<file path="src/hdl/lccl_pkg.sv">
`timescale 1ns / 1ps
`default_nettype none
// ----------------------------------------------------------------------------
// lccl_pkg
// Shared constants and codes for the linked cell list binner.
// ----------------------------------------------------------------------------
package lccl_pkg;

  localparam int unsigned LCCL_MAX_POINTS = 4096;
  localparam int unsigned LCCL_MAX_CELLS  = 4096;

  localparam int COORD_W = 32;
  localparam int COUNT_W = 5;
  localparam int PNUM_W  = 12;
  localparam int CELL_W  = 12;
  localparam int LINK_W  = 13;
  localparam int FLAT_W  = 17;

  localparam logic [LINK_W-1:0] LINK_EMPTY = '1;

  localparam logic [1:0] ACT_INSERT = 2'd0;
  localparam logic [1:0] ACT_READ   = 2'd1;
  localparam logic [1:0] ACT_CLEAR  = 2'd2;
  localparam logic [1:0] ACT_NOP    = 2'd3;

  localparam logic [1:0] REG_CELL_WIDTH = 2'd0;
  localparam logic [1:0] REG_CELLS_X    = 2'd1;
  localparam logic [1:0] REG_CELLS_Y    = 2'd2;
  localparam logic [1:0] REG_CELLS_Z    = 2'd3;

  // memory word: valid flag over the head point number
  typedef struct packed {
    logic              valid;
    logic [PNUM_W-1:0] head;
  } head_entry_t;

endpackage
`default_nettype wire

</file>
<file path="src/hdl/lccl_div.sv">
`timescale 1ns / 1ps
`default_nettype none
// ----------------------------------------------------------------------------
// lccl_div
// Restoring unsigned divider, one quotient bit per cycle.
// ----------------------------------------------------------------------------
module lccl_div
  import lccl_pkg::*;
(
  input  wire logic               clk,
  input  wire logic               rst,
  input  wire logic               go,
  input  wire logic [COORD_W-1:0] dividend,
  input  wire logic [COORD_W-1:0] divisor,
  output logic      [COORD_W-1:0] quotient,
  output logic                    done
);

  localparam int CNT_W = $clog2(COORD_W + 1);

  logic [COORD_W:0]   rem;
  logic [CNT_W-1:0]   cnt;
  logic [COORD_W:0]   shifted;
  logic [COORD_W:0]   diff;

  assign shifted = {rem[COORD_W-1:0], quotient[COORD_W-1]};
  assign diff    = shifted - {1'b0, divisor};

  always_ff @(posedge clk) begin
    if (rst) begin
      cnt  <= '0;
      done <= 1'b0;
    end else begin
      done <= 1'b0;
      if (go) begin
        cnt <= CNT_W'(COORD_W);
      end else if (cnt != '0) begin
        cnt  <= cnt - 1'b1;
        done <= (cnt == CNT_W'(1));
      end
    end
  end

  always_ff @(posedge clk) begin
    if (go) begin
      rem      <= '0;
      quotient <= dividend;
    end else if (cnt != '0) begin
      if (!diff[COORD_W]) begin
        rem      <= diff;
        quotient <= {quotient[COORD_W-2:0], 1'b1};
      end else begin
        rem      <= shifted;
        quotient <= {quotient[COORD_W-2:0], 1'b0};
      end
    end
  end

endmodule
`default_nettype wire

</file>
<file path="config.mk">
export PLATFORM = sky130hd
export DESIGN_NAME = lccl_div
export DESIGN_NICKNAME = d
export VERILOG_FILES = /design/src/hdl/lccl_pkg.sv /design/src/hdl/lccl_div.sv
export SDC_FILE = /design/constraint.sdc
export NUM_CORES = 1
export LEC_CHECK = 0
export BUFFER_PORTS_ARGS = -buffer_cell sky130_fd_sc_hd__buf_2
export CAP_MARGIN = 15
export CORE_ASPECT_RATIO = 1.25
export CORE_UTILIZATION = 40
export CTS_CLUSTER_SIZE = 20
export DETAILED_ROUTE_END_ITERATION = 10
export PLACE_DENSITY = 0.59
export SKIP_CTS_REPAIR_TIMING = 1
export SLEW_MARGIN = 20
export SYNTH_ARGS = -nofsm -noshare
export SYNTH_HDL_FRONTEND = slang
export SYNTH_SLANG_ARGS = --single-unit
</file>
<file path="constraint.sdc">
create_clock -name clk -period 2.6 [get_ports clk]
set_clock_uncertainty 0.1 [all_clocks]
set_input_delay 0.13 -clock clk [delete_from_list [all_inputs] [get_ports clk]]
set_output_delay 0.13 -clock clk [all_outputs]
set_load 0.02 [all_outputs]
</file>
==> metrics <==
crit end category register; H-tree depth 3; DRC 0; worst setup margin -0.244 ns; final core occ 56.4%; synth top area cells edfxtp_1, dfxtp_1, ha_1; Fin. Hold Viols 1; RePlAce Congestion 0.876; DP Area 0.00641 sq mm; max incr delay on CP 0.36 ns; DIE WIDTH 102 microns; vias in the first global route 4718; register area share after synthesis 34.5%; Syn Area/Cell 9.11 sq um; later-pin clock latency in the skew report 0.34 ns; violated checks negative hold slack, negative setup slack; most common cell in the netlist nor2_1; unrepaired setup endpoints after global routing yes; Buf/Inv on CP 2; hold slack -0.00734 ns; #FFs+latches synth 71; Worst Hold Class primary input to register; Tot GR Track Use 19.9%; mux cell area share after synthesis 12.5%; number of distinct library cells after synthesis 62; post-synthesis xor/xnor area fraction 5.38%; GRT Residual Overflow 0; crit path kind register to register; area leader, netlist edfxtp_1; Post-Route WL 12600 microns; die height 128 microns; Synth top cells by count nor2_1, inv_1, nand2_1; cell area power density 1110 mW/mm^2; HP Start dividend[11]; outcome finished, violations left; Setup violations, final 33; r2r endpoint rem[19]; Root Buffer clkbuf_16; Finished Cell Area 0.00689 sq mm; initial antenna violation count 0; Cell Area, Synth 0.00505 sq mm; syn_nets 656; fraction of layout cells with a size suffix above 1 36.1%; Peak VDD IR 0.622 mV; Ports 100; crit-path leading delay family compound AO/OA/AOI/OAI gates; Leakage 0.00323 uW; Rows 45; Max Fclk 352 MHz; DRT iter0 DRCs 137; FF-to-FF Start quotient[31]; first-pass GRT wire length 20600 microns; Longest Clk Path Bufs 2; CTS buffer count 9; Levels on crit path 13; PortBufs 99; max_slew headroom 62.8%; Yosys warning total 0; simple-gate portion of the synthesized area 13.0%; synthesis-to-layout area growth 36.4%; crit-path cells inv_1, ha_2, fa_2, nor2b_2, o31a_1, o211ai_2, a21oi_4, nand4bb_4, o311ai_4, buf_6, and3_1, o31a_1, a311oi_2; DR vias 4682; fin crit share 109%; Least-Margin Pin Slew 0.553 ns; ANT cells 0; Synth Area in Compound Gates 19.6%; top_reg_cell synth dfxtp_1; Pins Over Slew Limit 0; worst endpoint required time 2.75 ns; HPWL after DPL 9570 microns; FFs w/ async S/R, synth 0%; die footprint 0.0131 sq mm; total power 7660 uW; R2R cell count 13; Worst Path Arrival 3.00 ns; Initial Util 41.3%; Max-Cap Viols 0; Final min period 2.84 ns; Yosys top cell area share 19.0%; CTS tree done; total core area 0.0122 sq mm; CP max FO 4; Reg clk slew, reported paths 0.07 ns; main combinational cell family by area after synthesis compound AO/OA/AOI/OAI gates; Final Net Count 857; CP most frequent cell o31a_1; Final ANT Viol Nets 0; Synth Area in Adders 8.82%; Hold Crit Depth 2; largest net degree at the start of global routing 33; Post-Synthesis Cells 554; drt first pass iters 4; Clock Sinks 71; slowest CP cell fa_2; Worst Hold End quotient[11]; EDFF count, synth 32; FF-to-FF setup slack -0.24 ns; Routed wire per std cell 13.6 microns; Setup crit start kind register; vias per inst 5.07
per-stage QoR:
| step | setup WS, ns | setup TNS (ns) | instances |
|---|---|---|---|
| global placement | -0.259 | -5.53 | 893 |
| detailed placement | -0.394 | -8.53 | 893 |
| floorplan | -0.324 | -6.88 | 554 |
| CTS | -0.415 | -9.38 | 909 |
| finish | -0.244 | -5.82 | 924 |
| global route | -0.428 | -11.85 | 924 |
routing by layer:
metal  routed length (microns)  vias to the layer above  track usage [%]
met5                         0                        -                0
met3                       507                       14             3.83
met4                       209                        0             6.89
met2                      6280                      103             35.2
met1                      5570                     2159             23.5
li1                          -                     2406                -
how the worst max path moves through the flow:
stage / endpoint / start
after floorplan: rem[19] / quotient[31]
after global placement: rem[19] / quotient[31]
after detailed placement: rem[19] / quotient[31]
after CTS: rem[19] / quotient[31]
after global routing: rem[19] / rem[3]
final: rem[19] / quotient[31]
worst reg2reg max path: stages, from the launching register on:
cell       delay, ns
edfxtp_1        0.35
inv_1           0.06
ha_2            0.18
fa_2            0.36
nor2b_2         0.14
o31a_1          0.18
o211ai_2        0.13
a21oi_4         0.19
nand4bb_4       0.19
o311ai_4        0.10
buf_6           0.15
and3_1          0.17
o31a_1          0.24
a311oi_2        0.23
state kept, by name, summed over array words and instances, names as in the netlist:
register / cells
cnt: 6
done: 1
quotient: 32
rem: 32
area by class of cell:
class                      count  area, sq um
fill                        1143         5330
sequential                    71         1740
clock inverter                 6         45.0
timing repair buffer         219         1460
tap                          164          205
inverter                      45          169
clock buffer                  10          229
multi-input combinational    409         3040
power by group:
group | total (uW) | switching [uW] | internal (uW)
clock network | 1180 | 532 | 652
logic | 4660 | 2350 | 2320
registers | 1810 | 218 | 1590
layout by cell type, fill, tap and decap left out, types with 12 or more instances in the layout:
| cell | count |
|---|---|
| xnor2_1 | 22 |
| dlygate4sd3_1 | 12 |
| nor2_1 | 51 |
| inv_1 | 45 |
| edfxtp_1 | 32 |
| a211oi_1 | 26 |
| o21ai_0 | 17 |
| mux2_2 | 32 |
| a21o_1 | 12 |
| dfxtp_1 | 39 |
| buf_4 | 105 |
| mux2i_1 | 25 |
| a21oi_1 | 40 |
| ha_1 | 33 |
| nand2_1 | 40 |
| buf_2 | 99 |
logic make-up after synthesis:
| logic type | after synthesis |
|---|---|
| AO/OA/AOI/OAI | 143 |
| AND/OR/NAND/NOR | 141 |
| buffers and inverters | 74 |
| flip-flops | 71 |
| multiplexers | 59 |
| adder cells (fa/ha/maj) | 35 |
| XOR/XNOR | 31 |
Note: power is estimated with default switching activity, not from simulation.
